### src/hw/rtl/dcf_pkg.sv
// Shared types, constants and helper functions for the debug character FIFO.
package dcf_pkg;

	// Ring size; one slot always stays empty.
	localparam int unsigned FIFO_DEPTH = 256;
	localparam int unsigned PTR_W      = $clog2(FIFO_DEPTH);
	// Counts are reported in eight bits, so widen first when the pointer is narrower.
	localparam int unsigned CNT_W      = (PTR_W > 8) ? PTR_W : 8;

	localparam int unsigned FUNC_W     = 3;
	localparam int unsigned VALUE_W    = 16;
	localparam int unsigned CHAR_W     = 8;
	localparam int unsigned LEN_W      = 3;
	localparam int unsigned DIGIT_W    = 4;
	localparam int unsigned NUM_DIGITS = 5;

	localparam int unsigned S_TDATA_W  = 24;
	localparam int unsigned M_TDATA_W  = 32;

	localparam logic [CHAR_W-1:0] CHAR_ZERO   = 8'h30;
	localparam logic [CHAR_W-1:0] CHAR_X      = 8'h78;
	// Adding this to a nibble of ten or more gives the uppercase letter.
	localparam logic [CHAR_W-1:0] CHAR_HEX_AF = 8'h37;

	// Reciprocal of ten scaled by 2^19; exact for every 16-bit value.
	localparam logic [VALUE_W-1:0] RECIP_TEN   = 16'd52429;
	localparam int unsigned        RECIP_SHIFT = 19;

	localparam logic [LEN_W-1:0] NEED_CHAR  = 3'd1;
	localparam logic [LEN_W-1:0] NEED_DEC   = 3'd5;
	localparam logic [LEN_W-1:0] NEED_HEX16 = 3'd6;
	localparam logic [LEN_W-1:0] NEED_HEX8  = 3'd4;

	typedef logic [PTR_W-1:0] ptr_t;

	typedef enum logic [FUNC_W-1:0] {
		FUNC_CHAR  = 3'd0,
		FUNC_DEC   = 3'd1,
		FUNC_HEX16 = 3'd2,
		FUNC_HEX8  = 3'd3,
		FUNC_READ  = 3'd4
	} func_t;

	typedef enum logic [2:0] {
		ST_IDLE,
		ST_DECODE,
		ST_CONV,
		ST_WRITE,
		ST_READ,
		ST_RDWAIT,
		ST_RESP
	} state_t;

	typedef struct packed {
		logic load;
		logic decode;
		logic conv_step;
		logic write_step;
		logic read_issue;
		logic read_capture;
		logic out_load;
	} cmd_t;

	typedef struct packed {
		logic go_conv;
		logic go_write;
		logic go_read;
		logic conv_last;
		logic write_last;
		logic out_free;
	} stat_t;

	function automatic logic [CHAR_W-1:0] hex_char(input logic [DIGIT_W-1:0] nib);
		logic [CHAR_W-1:0] ext;
		ext = {{(CHAR_W-DIGIT_W){1'b0}}, nib};
		return (nib < 4'd10) ? (CHAR_ZERO + ext) : (CHAR_HEX_AF + ext);
	endfunction

	function automatic logic [LEN_W-1:0] dec_len(input logic [VALUE_W-1:0] v);
		logic [LEN_W-1:0] n;
		if (v >= 16'd10000) begin
			n = 3'd5;
		end else if (v >= 16'd1000) begin
			n = 3'd4;
		end else if (v >= 16'd100) begin
			n = 3'd3;
		end else if (v >= 16'd10) begin
			n = 3'd2;
		end else begin
			n = 3'd1;
		end
		return n;
	endfunction

endpackage

### src/hw/rtl/debug_char_fifo_with_number_format.sv
// Top level of the debug character FIFO with decimal and hex number formatting.
//
//  Channel   Direction  Signals                    Carries
//  s_*       in         s_tvalid s_tready s_tdata  one command: read or one kind of append
//  m_*       out        m_tvalid m_tready m_tdata  one result per command
//
// Each accepted transaction runs decode, then its own steps, then the result:
// a raw character, hex8 or hex16 append writes its characters to the store, a read
//   issues the store read and captures the character, a decimal append runs five
//   conversion steps and then one store write per digit, and a refused or unused
//   command goes straight to the result. The single character store write port
//   sets the pace: one character a cycle.
// Reset is asynchronous and active low; both ring pointers clear, so the ring starts empty.
// A new command is taken while a result still waits on m_*; the block then holds its
// next result until m_tready takes the earlier one.
module debug_char_fifo_with_number_format (
	input  logic                          clk,
	input  logic                          arst_n,
	input  logic                          s_tvalid,
	output logic                          s_tready,
	// s_tdata from bit 0: func[2:0], value[18:3], zero padding [23:19]
	input  logic [dcf_pkg::S_TDATA_W-1:0] s_tdata,
	output logic                          m_tvalid,
	input  logic                          m_tready,
	// m_tdata from bit 0: read_char[7:0], chars_written[10:8], unread_count[18:11],
	// free_count[26:19], zero padding [31:27]
	output logic [dcf_pkg::M_TDATA_W-1:0] m_tdata
);

	// Command and status bundles between the sequencer and the datapath.
	dcf_pkg::cmd_t  cmd;
	dcf_pkg::stat_t stat;

	dcf_ctrl u_ctrl (
		.clk      (clk),
		.arst_n   (arst_n),
		.s_tvalid (s_tvalid),
		.s_tready (s_tready),
		.stat     (stat),
		.cmd      (cmd)
	);

	dcf_datapath u_datapath (
		.clk      (clk),
		.arst_n   (arst_n),
		.s_tdata  (s_tdata),
		.cmd      (cmd),
		.stat     (stat),
		.m_tvalid (m_tvalid),
		.m_tready (m_tready),
		.m_tdata  (m_tdata)
	);

endmodule

### src/hw/rtl/dcf_ram.sv
// Generic simple dual-port RAM with one write port and a registered read port.
module dcf_ram #(
	parameter int unsigned WIDTH = 8,
	parameter int unsigned DEPTH = 256
) (
	input  logic                     clk,
	input  logic                     we,
	input  logic [$clog2(DEPTH)-1:0] waddr,
	input  logic [WIDTH-1:0]         wdata,
	input  logic [$clog2(DEPTH)-1:0] raddr,
	output logic [WIDTH-1:0]         rdata
);

	logic [WIDTH-1:0] mem_q [DEPTH];
	logic [WIDTH-1:0] rdata_q;

	always_ff @(posedge clk) begin
		if (we) begin
			mem_q[waddr] <= wdata;
		end
		rdata_q <= mem_q[raddr];
	end

	assign rdata = rdata_q;

endmodule

### src/hw/rtl/dcf_ctrl.sv
// Controller state machine sequencing decode, conversion, writes, reads and the result.
module dcf_ctrl (
	input  logic          clk,
	input  logic          arst_n,
	input  logic          s_tvalid,
	output logic          s_tready,
	input  dcf_pkg::stat_t stat,
	output dcf_pkg::cmd_t  cmd
);

	dcf_pkg::state_t state_q;
	dcf_pkg::state_t state_d;

	always_ff @(posedge clk or negedge arst_n) begin
		if (!arst_n) begin
			state_q <= dcf_pkg::ST_IDLE;
		end else begin
			state_q <= state_d;
		end
	end

	always_comb begin
		state_d = state_q;
		unique case (state_q)
			dcf_pkg::ST_IDLE: begin
				if (s_tvalid) state_d = dcf_pkg::ST_DECODE;
			end
			dcf_pkg::ST_DECODE: begin
				if (stat.go_conv) begin
					state_d = dcf_pkg::ST_CONV;
				end else if (stat.go_write) begin
					state_d = dcf_pkg::ST_WRITE;
				end else if (stat.go_read) begin
					state_d = dcf_pkg::ST_READ;
				end else begin
					state_d = dcf_pkg::ST_RESP;
				end
			end
			dcf_pkg::ST_CONV: begin
				if (stat.conv_last) state_d = dcf_pkg::ST_WRITE;
			end
			dcf_pkg::ST_WRITE: begin
				if (stat.write_last) state_d = dcf_pkg::ST_RESP;
			end
			dcf_pkg::ST_READ:   state_d = dcf_pkg::ST_RDWAIT;
			dcf_pkg::ST_RDWAIT: state_d = dcf_pkg::ST_RESP;
			dcf_pkg::ST_RESP: begin
				if (stat.out_free) state_d = dcf_pkg::ST_IDLE;
			end
			default: state_d = dcf_pkg::ST_IDLE;
		endcase
	end

	always_comb begin
		cmd      = '0;
		s_tready = 1'b0;
		unique case (state_q)
			dcf_pkg::ST_IDLE: begin
				s_tready = 1'b1;
				cmd.load = s_tvalid;
			end
			dcf_pkg::ST_DECODE: cmd.decode       = 1'b1;
			dcf_pkg::ST_CONV:   cmd.conv_step    = 1'b1;
			dcf_pkg::ST_WRITE:  cmd.write_step   = 1'b1;
			dcf_pkg::ST_READ:   cmd.read_issue   = 1'b1;
			dcf_pkg::ST_RDWAIT: cmd.read_capture = 1'b1;
			dcf_pkg::ST_RESP:   cmd.out_load     = stat.out_free;
			default: cmd = '0;
		endcase
	end

endmodule

### src/hw/rtl/dcf_datapath.sv
// Datapath: pointers, decimal conversion, character generation, store and result register.
module dcf_datapath (
	input  logic                                clk,
	input  logic                                arst_n,
	input  logic [dcf_pkg::S_TDATA_W-1:0]       s_tdata,
	input  dcf_pkg::cmd_t                       cmd,
	output dcf_pkg::stat_t                      stat,
	output logic                                m_tvalid,
	input  logic                                m_tready,
	output logic [dcf_pkg::M_TDATA_W-1:0]       m_tdata
);

	logic [dcf_pkg::FUNC_W-1:0]  func_q;
	logic [dcf_pkg::VALUE_W-1:0] value_q;
	dcf_pkg::ptr_t               rd_ptr_q;
	dcf_pkg::ptr_t               wr_ptr_q;
	logic [dcf_pkg::LEN_W-1:0]   len_q;
	logic [dcf_pkg::LEN_W-1:0]   idx_q;
	logic [dcf_pkg::LEN_W-1:0]   cnt_q;
	logic [dcf_pkg::VALUE_W-1:0] rem_q;
	logic [dcf_pkg::DIGIT_W-1:0] dig_q [dcf_pkg::NUM_DIGITS];
	logic [dcf_pkg::CHAR_W-1:0]  got_q;
	logic                        m_tvalid_q;
	logic [dcf_pkg::M_TDATA_W-1:0] m_tdata_q;

	dcf_pkg::ptr_t               unread;
	dcf_pkg::ptr_t               free_slots;
	logic [dcf_pkg::CNT_W-1:0]   unread_ext;
	logic [dcf_pkg::CNT_W-1:0]   free_ext;
	logic [dcf_pkg::LEN_W-1:0]   need;
	logic [dcf_pkg::LEN_W-1:0]   fmt_len;
	logic                        is_append;
	logic                        room_ok;
	logic [2*dcf_pkg::VALUE_W-1:0] product;
	logic [dcf_pkg::VALUE_W-1:0] quot;
	logic [dcf_pkg::VALUE_W-1:0] rem_diff;
	logic [dcf_pkg::LEN_W-1:0]   dig_sel;
	logic [dcf_pkg::DIGIT_W-1:0] dig_cur;
	logic [dcf_pkg::CHAR_W-1:0]  wchar;
	logic [dcf_pkg::CHAR_W-1:0]  rdata;

	// Occupancy; free slots are depth minus one minus unread, i.e. the complement.
	assign unread     = wr_ptr_q - rd_ptr_q;
	assign free_slots = ~unread;
	assign unread_ext = dcf_pkg::CNT_W'(unread);
	assign free_ext   = dcf_pkg::CNT_W'(free_slots);

	always_comb begin
		need      = '0;
		fmt_len   = '0;
		is_append = 1'b1;
		case (func_q)
			dcf_pkg::FUNC_CHAR: begin
				need    = dcf_pkg::NEED_CHAR;
				fmt_len = dcf_pkg::NEED_CHAR;
			end
			dcf_pkg::FUNC_DEC: begin
				need    = dcf_pkg::NEED_DEC;
				fmt_len = dcf_pkg::dec_len(value_q);
			end
			dcf_pkg::FUNC_HEX16: begin
				need    = dcf_pkg::NEED_HEX16;
				fmt_len = dcf_pkg::NEED_HEX16;
			end
			dcf_pkg::FUNC_HEX8: begin
				need    = dcf_pkg::NEED_HEX8;
				fmt_len = dcf_pkg::NEED_HEX8;
			end
			default: is_append = 1'b0;
		endcase
	end

	assign room_ok = free_slots >= dcf_pkg::PTR_W'(need);

	// One decimal digit per step: quotient by reciprocal multiply, remainder by shift-subtract.
	assign product  = rem_q * dcf_pkg::RECIP_TEN;
	assign quot     = dcf_pkg::VALUE_W'(product >> dcf_pkg::RECIP_SHIFT);
	assign rem_diff = rem_q - (quot << 3) - (quot << 1);

	// Digits go out most significant first.
	assign dig_sel = len_q - idx_q - 3'd1;

	always_comb begin
		case (dig_sel)
			3'd0:    dig_cur = dig_q[0];
			3'd1:    dig_cur = dig_q[1];
			3'd2:    dig_cur = dig_q[2];
			3'd3:    dig_cur = dig_q[3];
			3'd4:    dig_cur = dig_q[4];
			default: dig_cur = '0;
		endcase
	end

	always_comb begin
		wchar = dcf_pkg::CHAR_ZERO;
		case (func_q)
			dcf_pkg::FUNC_CHAR: wchar = value_q[7:0];
			dcf_pkg::FUNC_DEC:  wchar = dcf_pkg::CHAR_ZERO + {4'd0, dig_cur};
			dcf_pkg::FUNC_HEX16: begin
				case (idx_q)
					3'd0:    wchar = dcf_pkg::CHAR_ZERO;
					3'd1:    wchar = dcf_pkg::CHAR_X;
					3'd2:    wchar = dcf_pkg::hex_char(value_q[15:12]);
					3'd3:    wchar = dcf_pkg::hex_char(value_q[11:8]);
					3'd4:    wchar = dcf_pkg::hex_char(value_q[7:4]);
					default: wchar = dcf_pkg::hex_char(value_q[3:0]);
				endcase
			end
			dcf_pkg::FUNC_HEX8: begin
				case (idx_q)
					3'd0:    wchar = dcf_pkg::CHAR_ZERO;
					3'd1:    wchar = dcf_pkg::CHAR_X;
					3'd2:    wchar = dcf_pkg::hex_char(value_q[7:4]);
					default: wchar = dcf_pkg::hex_char(value_q[3:0]);
				endcase
			end
			default: wchar = dcf_pkg::CHAR_ZERO;
		endcase
	end

	dcf_ram #(
		.WIDTH(dcf_pkg::CHAR_W),
		.DEPTH(dcf_pkg::FIFO_DEPTH)
	) u_store (
		.clk   (clk),
		.we    (cmd.write_step),
		.waddr (wr_ptr_q),
		.wdata (wchar),
		.raddr (rd_ptr_q),
		.rdata (rdata)
	);

	// Control state: pointers and the result valid flag.
	always_ff @(posedge clk or negedge arst_n) begin
		if (!arst_n) begin
			rd_ptr_q   <= '0;
			wr_ptr_q   <= '0;
			m_tvalid_q <= 1'b0;
		end else begin
			if (cmd.write_step) wr_ptr_q <= wr_ptr_q + 1'b1;
			if (cmd.read_capture) rd_ptr_q <= rd_ptr_q + 1'b1;
			if (cmd.out_load) begin
				m_tvalid_q <= 1'b1;
			end else if (m_tready) begin
				m_tvalid_q <= 1'b0;
			end
		end
	end

	// Payload registers.
	always_ff @(posedge clk) begin
		if (cmd.load) begin
			func_q  <= s_tdata[2:0];
			value_q <= s_tdata[18:3];
		end
		if (cmd.decode) begin
			len_q <= (is_append && room_ok) ? fmt_len : '0;
			rem_q <= value_q;
			cnt_q <= '0;
			idx_q <= '0;
			got_q <= '0;
		end
		if (cmd.conv_step) begin
			dig_q[cnt_q] <= rem_diff[3:0];
			rem_q        <= quot;
			cnt_q        <= cnt_q + 3'd1;
		end
		if (cmd.write_step) idx_q <= idx_q + 3'd1;
		if (cmd.read_capture) got_q <= rdata;
		if (cmd.out_load) begin
			m_tdata_q <= {5'd0, free_ext[7:0], unread_ext[7:0], len_q, got_q};
		end
	end

	assign stat.go_conv    = (func_q == dcf_pkg::FUNC_DEC) && room_ok;
	assign stat.go_write   = is_append && (func_q != dcf_pkg::FUNC_DEC) && room_ok;
	assign stat.go_read    = (func_q == dcf_pkg::FUNC_READ) && (unread != '0);
	assign stat.conv_last  = cnt_q == 3'd4;
	assign stat.write_last = idx_q == (len_q - 3'd1);
	assign stat.out_free   = !m_tvalid_q || m_tready;

	assign m_tvalid = m_tvalid_q;
	assign m_tdata  = m_tdata_q;

	// A write never lands on an unread character.
	a_write_room: assert property (@(posedge clk) disable iff (!arst_n)
		cmd.write_step |-> free_slots != '0)
		else $error("character write with the ring full");

	// A read is only issued with something held.
	a_read_nonempty: assert property (@(posedge clk) disable iff (!arst_n)
		cmd.read_issue |-> unread != '0)
		else $error("read issued on an empty ring");

	// A new result never overwrites one that is still waiting.
	a_no_overwrite: assert property (@(posedge clk) disable iff (!arst_n)
		cmd.out_load |-> (!m_tvalid_q || m_tready))
		else $error("result register overwritten");

	// Reported lengths never exceed six characters.
	a_len_range: assert property (@(posedge clk) disable iff (!arst_n)
		cmd.out_load |-> len_q <= dcf_pkg::NEED_HEX16)
		else $error("character count out of range");

endmodule

### config.mk
export PLATFORM = sky130hd
export DESIGN_NAME = debug_char_fifo_with_number_format
export DESIGN_NICKNAME = d
export VERILOG_FILES = /design/src/hw/rtl/dcf_pkg.sv /design/src/hw/rtl/debug_char_fifo_with_number_format.sv /design/src/hw/rtl/dcf_ram.sv /design/src/hw/rtl/dcf_ctrl.sv /design/src/hw/rtl/dcf_datapath.sv
export SDC_FILE = /design/constraint.sdc
export NUM_CORES = 2
export LEC_CHECK = 0
export ABC_AREA = 1
export BUFFER_PORTS_ARGS = -buffer_cell sky130_fd_sc_hd__clkbuf_2
export CAP_MARGIN = 30
export CELL_PAD_IN_SITES_DETAIL_PLACEMENT = 0
export CELL_PAD_IN_SITES_GLOBAL_PLACEMENT = 1
export CORE_ASPECT_RATIO = 0.8
export CORE_UTILIZATION = 24
export DETAILED_ROUTE_END_ITERATION = 8
export GPL_ROUTABILITY_DRIVEN = 0
export HOLD_SLACK_MARGIN = 0.15
export PLACE_DENSITY_LB_ADDON = 0.1
export SYNTH_ARGS = -nofsm -noshare
export SYNTH_HDL_FRONTEND = slang
export SYNTH_SLANG_ARGS = --single-unit
### constraint.sdc
create_clock -name clk -period 22.8 [get_ports clk]
set_input_delay 2.28 -clock clk [delete_from_list [all_inputs] [get_ports clk]]
set_output_delay 2.28 -clock clk [all_outputs]
set_load 0.03 [all_outputs]
[Yosys cells after proc, flatten, opt, wreduce, memory -nomap -nowiden]
Memories as Yosys holds them, arrays and structs flattened. A register that Yosys moved wholly into a read port is not among the register bits.
Cells that the tools add are included.
Storage, ports and cells
  input bits: 28
  bits in registers: 99
  bits in writable memories: 2068
  output and inout port bits: 34
  logic and storage cells: 131
  memories: 2
Cells by class
  muxes and demuxes: 43
  $add $sub $neg: 19
  multipliers: 1
  magnitude comparators: 9
  bitwise gates (word level): 1
  equal/unequal tests: 25
  reductions and logical operators: 18
Memory list
  u_datapath.u_store.mem_q: words 256, bits a word 8, rd ports 1, clocked after Yosys merged registers in 1, wr ports 1, line dcf_ram.sv:14  | logic [WIDTH-1:0] mem_q [DEPTH];
  u_datapath.dig_q: words 5, bits a word 4, rd ports 5, clocked after Yosys merged registers in 0, wr ports 1, line dcf_datapath.sv:21  | logic [dcf_pkg::DIGIT_W-1:0] dig_q [dcf_pkg::NUM_DIGITS];
Operator list (number)
  6-bit by 4-bit adder with 7-bit output, first input constant: 9
  8-bit 2-to-1 mux: 6
  8-bit one-hot mux with 5 select lines: 1
  3-bit 2-to-1 mux: 12
  16-bit by 16-bit multiplier with 32-bit output, second input constant: 1
  8-bit one-hot mux with 4 select lines: 1
  13-bit 2-to-1 mux: 2
  3-bit by 2-bit equality test with 1-bit output, second input constant: 8
  3-bit one-hot mux with 4 select lines: 2
  8-bit one-hot mux with 3 select lines: 1
  3-bit equality test, second input constant: 7
  3-bit one-hot mux with 7 select lines: 1
  4-bit one-hot mux with 5 select lines: 1
  8-bit by 1-bit adder with 8-bit output, second input constant: 2
  16-bit by 10-bit >= comparator with 1-bit output, second input constant: 1
  16-bit by 14-bit >= comparator with 1-bit output, second input constant: 1
  16-bit by 4-bit >= comparator with 1-bit output, second input constant: 1
  16-bit by 7-bit >= comparator with 1-bit output, second input constant: 1
  4-bit < comparator, second input constant: 4
  1-bit 2-to-1 mux: 14
  3-bit by 1-bit equality test with 1-bit output, second input constant: 4
  3-bit logical NOT: 4
  8-bit by 3-bit >= comparator with 1-bit output: 1
  8-bit inverter: 1
  other kinds (17): 30

[Longest topological paths before layout]
  word-level depth: 8
  gate-level depth with buffers: 30
  mapped depth without buffers: 30

[Modules after synthesis]
Synthesis repeated with hierarchy kept, for this count alone.
Unflattened totals
  cells, all modules: 8366
  area total of the unflattened synthesis: 95115.0 µm²
By module, submodules not included
  dcf_ram: cells each 7003, times used 1, sequential area each 61659.1 µm², area an instance 83396.2 µm²
  dcf_datapath: cells each 1310, times used 1, sequential area each 3368.2 µm², area an instance 11409.7 µm²
  dcf_ctrl: cells each 53, times used 1, sequential area each 75.1 µm², area an instance 309.0 µm²

[Worst setup path after synthesis]
Ideal clock, no wire load.
  path kind: register -> register
  from: reg u_datapath.func_q[1] (netlist bit)
  to: mem u_datapath.u_store.mem_q[0][4] (data pin)
  required time: 21.224 ns
  buffers on the path: 0
  arrival time: 7.817 ns
  stages on the path, launching flop included: 6
  period minus slack after synthesis: 9.394 ns
  setup time: 1.576 ns
  path slack: 13.406 ns
  cells stage by stage: edfxtp_1 -> nor2_1 -> inv_1 -> nor2_1 -> inv_1 -> o2111ai_1
Between the ends
  cells in the longest elaborated chain, start to end: 2
  elaborated cells between the ends (all ways): 5
  classes of those cells: 3 x eq/ne; 1 x mux; 1 x reduce/logical
Ends and longest elaborated chain
  start, declared: line dcf_datapath.sv:13  | logic [dcf_pkg::FUNC_W-1:0] func_q;
  start signal, assigned: line dcf_datapath.sv:153  | func_q <= s_tdata[2:0];
  3-bit by 2-bit equality test with 1-bit output (tied with other cells): line dcf_datapath.sv:96  | case (func_q)
  8-bit one-hot mux with 4 select lines (*): line dcf_datapath.sv:96
  named net u_datapath.u_store.wdata[4]: line dcf_ram.sv:9  | input logic [WIDTH-1:0] wdata,
  end, declared: line dcf_ram.sv:14
Mark *: on every way through the listed nets, which the timed path passes. The rest lies on a longest branch.

[Final worst setup path]
  from: reg u_datapath.rem_q[8] (netlist bit)
  to: mem u_datapath.dig_q[0][3] (netlist bit) (data pin)
Between the ends
  cells in the longest elaborated chain, start to end: 3
Ends and longest elaborated chain
  start, declared: line dcf_datapath.sv:20  | logic [dcf_pkg::VALUE_W-1:0] rem_q;
  start signal, assigned: line dcf_datapath.sv:158  | rem_q <= value_q;
  start signal, assigned: line dcf_datapath.sv:165  | rem_q <= quot;
  16-bit by 16-bit multiplier with 32-bit output (*): line dcf_datapath.sv:76  | assign product = rem_q * dcf_pkg::RECIP_TEN;
  4-bit subtractor: line dcf_datapath.sv:78  | assign rem_diff = rem_q - (quot << 3) - (quot << 1);
  4-bit subtractor (*): line dcf_datapath.sv:78
  named net u_datapath.rem_diff, one bit: line dcf_datapath.sv:36  | logic [dcf_pkg::VALUE_W-1:0] rem_diff;
  end, declared: line dcf_datapath.sv:21
Marks and branches as above.

==> results.md <==
* Std-Cell Core Area at 397,000 µm²
* ANT nets after route at 0
* Number of global-route vias before repair at between 60,000 and 70,000
* Unrepaired setup endpoints after global routing: false
* Share of the cycle needed by the critical path after routing at 27.3%
* Arrival time worst endpoint at 6.88 ns
* Kind of start point of the critical path: register
* Number of vias in the routed layout at 62,800
* Placed cell count at around 14,000
* Beginning of the worst hold path: u_datapath.got_q[0]
* Peak clock frequency supported by timing at 0.160 GHz
* Transition at the pin with the smallest max-transition slack at 1.07 ns
* Total Neg Setup Slack at 0 ns
* Crit path max fanout at 6
* Share of cells above drive strength 1 at 6.65%
* Total GRT Usage at 16.5%
* Largest cells by area after synthesis: edfxtp_1 (67%), nand2_1 (7.1%), nor2_1 (6.5%)
* WP data required at ~23 ns
* Critical path destination: u_datapath.dig_q[0][3]
* Post-synth top area share at 67.3%
* Number of maximum-capacitance violations at 0
* Worst reg-to-reg setup slack at roughly 17 ns
* Chip height at between 500 and 600 µm
* DR DRC count at 0
* Number of max-slew violations in the final report at 0
* Clk buf depth at 4
* Setup repair bufs after CTS at 0
* Count of instances resized after the clock tree is built at 0
* Number of CTS-inserted buffers at 244
* Max_slew headroom at 28.4%
* Number of endpoints with negative hold slack in the final report at 0
* Global-route wire length before repair at 477 mm
* Die W at between 700 and 800 µm
* Number of I/O port buffers at 51
* Clock Root Buffer: clkbuf_16
* Count of endpoints failing setup in the final report at 0
* Clock latency at the later pin of the worst-skew pair at about 0.92 ns
* Most common cell after layout, fill and taps aside: edfxtp_1
* First DRT Iteration DRCs at 4,801
* HPWL reported at the end of detailed placement at 205 mm
* Delay of the slowest cell on the worst path at 0.63 ns
* Initial antenna violation count at 28
* First-pass iteration count of the detailed router at 5
* I/O pin cnt at 62
* Synth Instances at about 8,700
* Hold buffers post-CTS at 0
* Net total in the final layout at about 9,000
* Number of cells traversed by the worst register-to-register path at 24
* Total global routing overflow at 0
* Worst flop-to-flop path endpoint: u_datapath.dig_q[0][3]
* Initial core utilization at 24.1%
* Via/cell ratio at 4.42
* Final instance count without filler cells at 14,200
* Category of the worst setup path capture point: register
* Yosys top cell by area: edfxtp_1
* Share of synthesized area occupied by flip-flops and latches at 68.0%
* Startpoint of the worst setup timing path: u_datapath.rem_q[8]
* Layout Area Growth over Synthesis at 14.5%
* Result of the run: finished clean
* Maximum number of pins on one net before global-route repair at 140
* Synthesized area at 95,700 µm²
* Total wire length after detailed routing at 339 mm
* Critical path's slowest cell: edfxtp_1
* Die area at 401,000 µm²
* H-tree depth at 4
* Register bit count reported by yosys at 2,175
* FF-to-FF Start: u_datapath.rem_q[8]
* Worst path cell trace: ha_1 > inv_1 > fa_1 > inv_1 > fa_1 > fa_1 > fa_1 > fa_1 > ha_1 > nand2_1 > nor2_1 > inv_1 > o21bai_1 > inv_1 > nand2_1 > nand2_1 > and2_1 > ha_1 > nand2_1 > nand3_1 > inv_1 > nand2_1 > nand2_1 > inv_1
* Syn. warnings at 0
* Final-layout fill cell count at 41,300
* Hold depth at 0
* Minimum period implied by the final worst setup slack at about 6.2 ns
* Clock tree from TritonCTS: yes
* Unique masters post-synth at 46
* Kind of critical path: register to register
* Clock tree sinks at between 2,000 and 2,500
* Clock input transition at the sequential cells of the worst setup and hold paths at ~0.06 ns
* Most frequent cells in the layout: edfxtp_1 (2,144), nand2_1 (1,792), nor2_1 (1,648)
* Worst setup skew after layout at 0.0474 ns
* Post-detailed-route wirelength per cell at 23.8 µm
* Min-Delay Path Class: register to register
* Number of placement rows at a little over 200
* Post-synthesis area per instance at 11.0 µm²
[registers in the layout, summed over array words and instances, names as in the netlist, 8 cells and up]
name / flops
u_datapath.wr_ptr_q: 8
u_datapath.rem_q: 16
u_datapath.dig_q: 20
u_datapath.got_q: 8
u_datapath.m_tdata: 27
u_datapath.u_store.mem_q: 2048
u_datapath.rd_ptr_q: 8
u_datapath.u_store.rdata: 8
u_datapath.value_q: 16
[per-stage QoR]
step	hold WS (ns)	setup slack (ns)	utilization [%]	instance area, µm²
3_3_place_gp	0.407	16.52	25.6	102000
6_report	0.417	16.57	27.6	110000
3_5_place_dp	0.406	16.58	25.7	102000
4_1_cts	0.417	16.53	27.6	109000
5_1_grt	0.432	16.17	27.6	110000
2_1_floorplan	0.400	13.41	-	95700
[worst max-delay path, delay by kind of cell, from the launching register on]
kind            cells  cell delay (ns)
flops               1             0.63
fa+ha+maj           8             3.74
simple gates        9             0.87
compound gates      1             0.26
buf+inv             6             0.46
[worst min path at each step]
stage	endpoint
floorplan	u_datapath.m_tdata[0]
global placement	u_datapath.m_tdata[1]
detailed placement	u_datapath.m_tdata[1]
CTS	u_datapath.m_tdata[0]
global route	u_datapath.m_tdata[1]
finish	u_datapath.m_tdata[0]
[metal layers]
metal | GRT usage [%] | wire length [µm] | up-vias
met3 | 3.05 | 18700 | 381
met5 | 0 | 0 | -
met2 | 24.5 | 144000 | 1178
li1 | - | - | 29800
met1 | 24.8 | 170000 | 31500
met4 | 3.57 | 7160 | 0
[Yosys cell counts (all sizes together)]
cell type,instances
and2,1
fa,82
o311ai,1
nand2b,1
xnor2,8
o41ai,1
dfxtp,11
clkbuf,224
o211ai,83
a21o,5
a22oi,2
clkinv,7
a31oi,6
conb,1
nand3b,5
o21ai,799
nor2,1654
dfrtp,20
a21boi,4
nand3,644
ha,171
a32oi,1
buf,250
nor4,5
o31ai,1
nand4,23
a21oi,145
o2111ai,4
and3,3
nor3,18
nand2,1810
xor2,24
o22ai,24
edfxtp,2144
inv,497
or2,22
o21bai,9
[layout make-up]
type / instances / area [µm²] / share of cell area (%)
diodes: 10 / 25.0 / 0.0228
multi-input cells: 5561 / 26700 / 24.3
flip-flops and latches: 2175 / 65100 / 59.4
inverters: 504 / 1920 / 1.75
clock buffers: 316 / 6480 / 5.91
clock inverters: 122 / 1000 / 0.914
repair buffers: 215 / 1700 / 1.55
well taps: 5329 / 6670 / 6.08
[logic make-up (layout without fill, tap and decap cells)]
logic type / after synthesis / in the layout / share of synthesized area, %
fa+ha+maj: 253 / 253 / 3.95
xor+xnor: 32 / 32 / 0.293
other cells: 1 / 15 / 0.00392
compound gates: 1085 / 1085 / 6.01
buf+inv: 978 / 1157 / 4.23
simple gates: 4186 / 4186 / 17.5
flops: 2175 / 2175 / 68.0
Power is left out: the tool's default activity adds up to more than one toggle a clock period on the data nets, which glitch-free logic cannot reach.
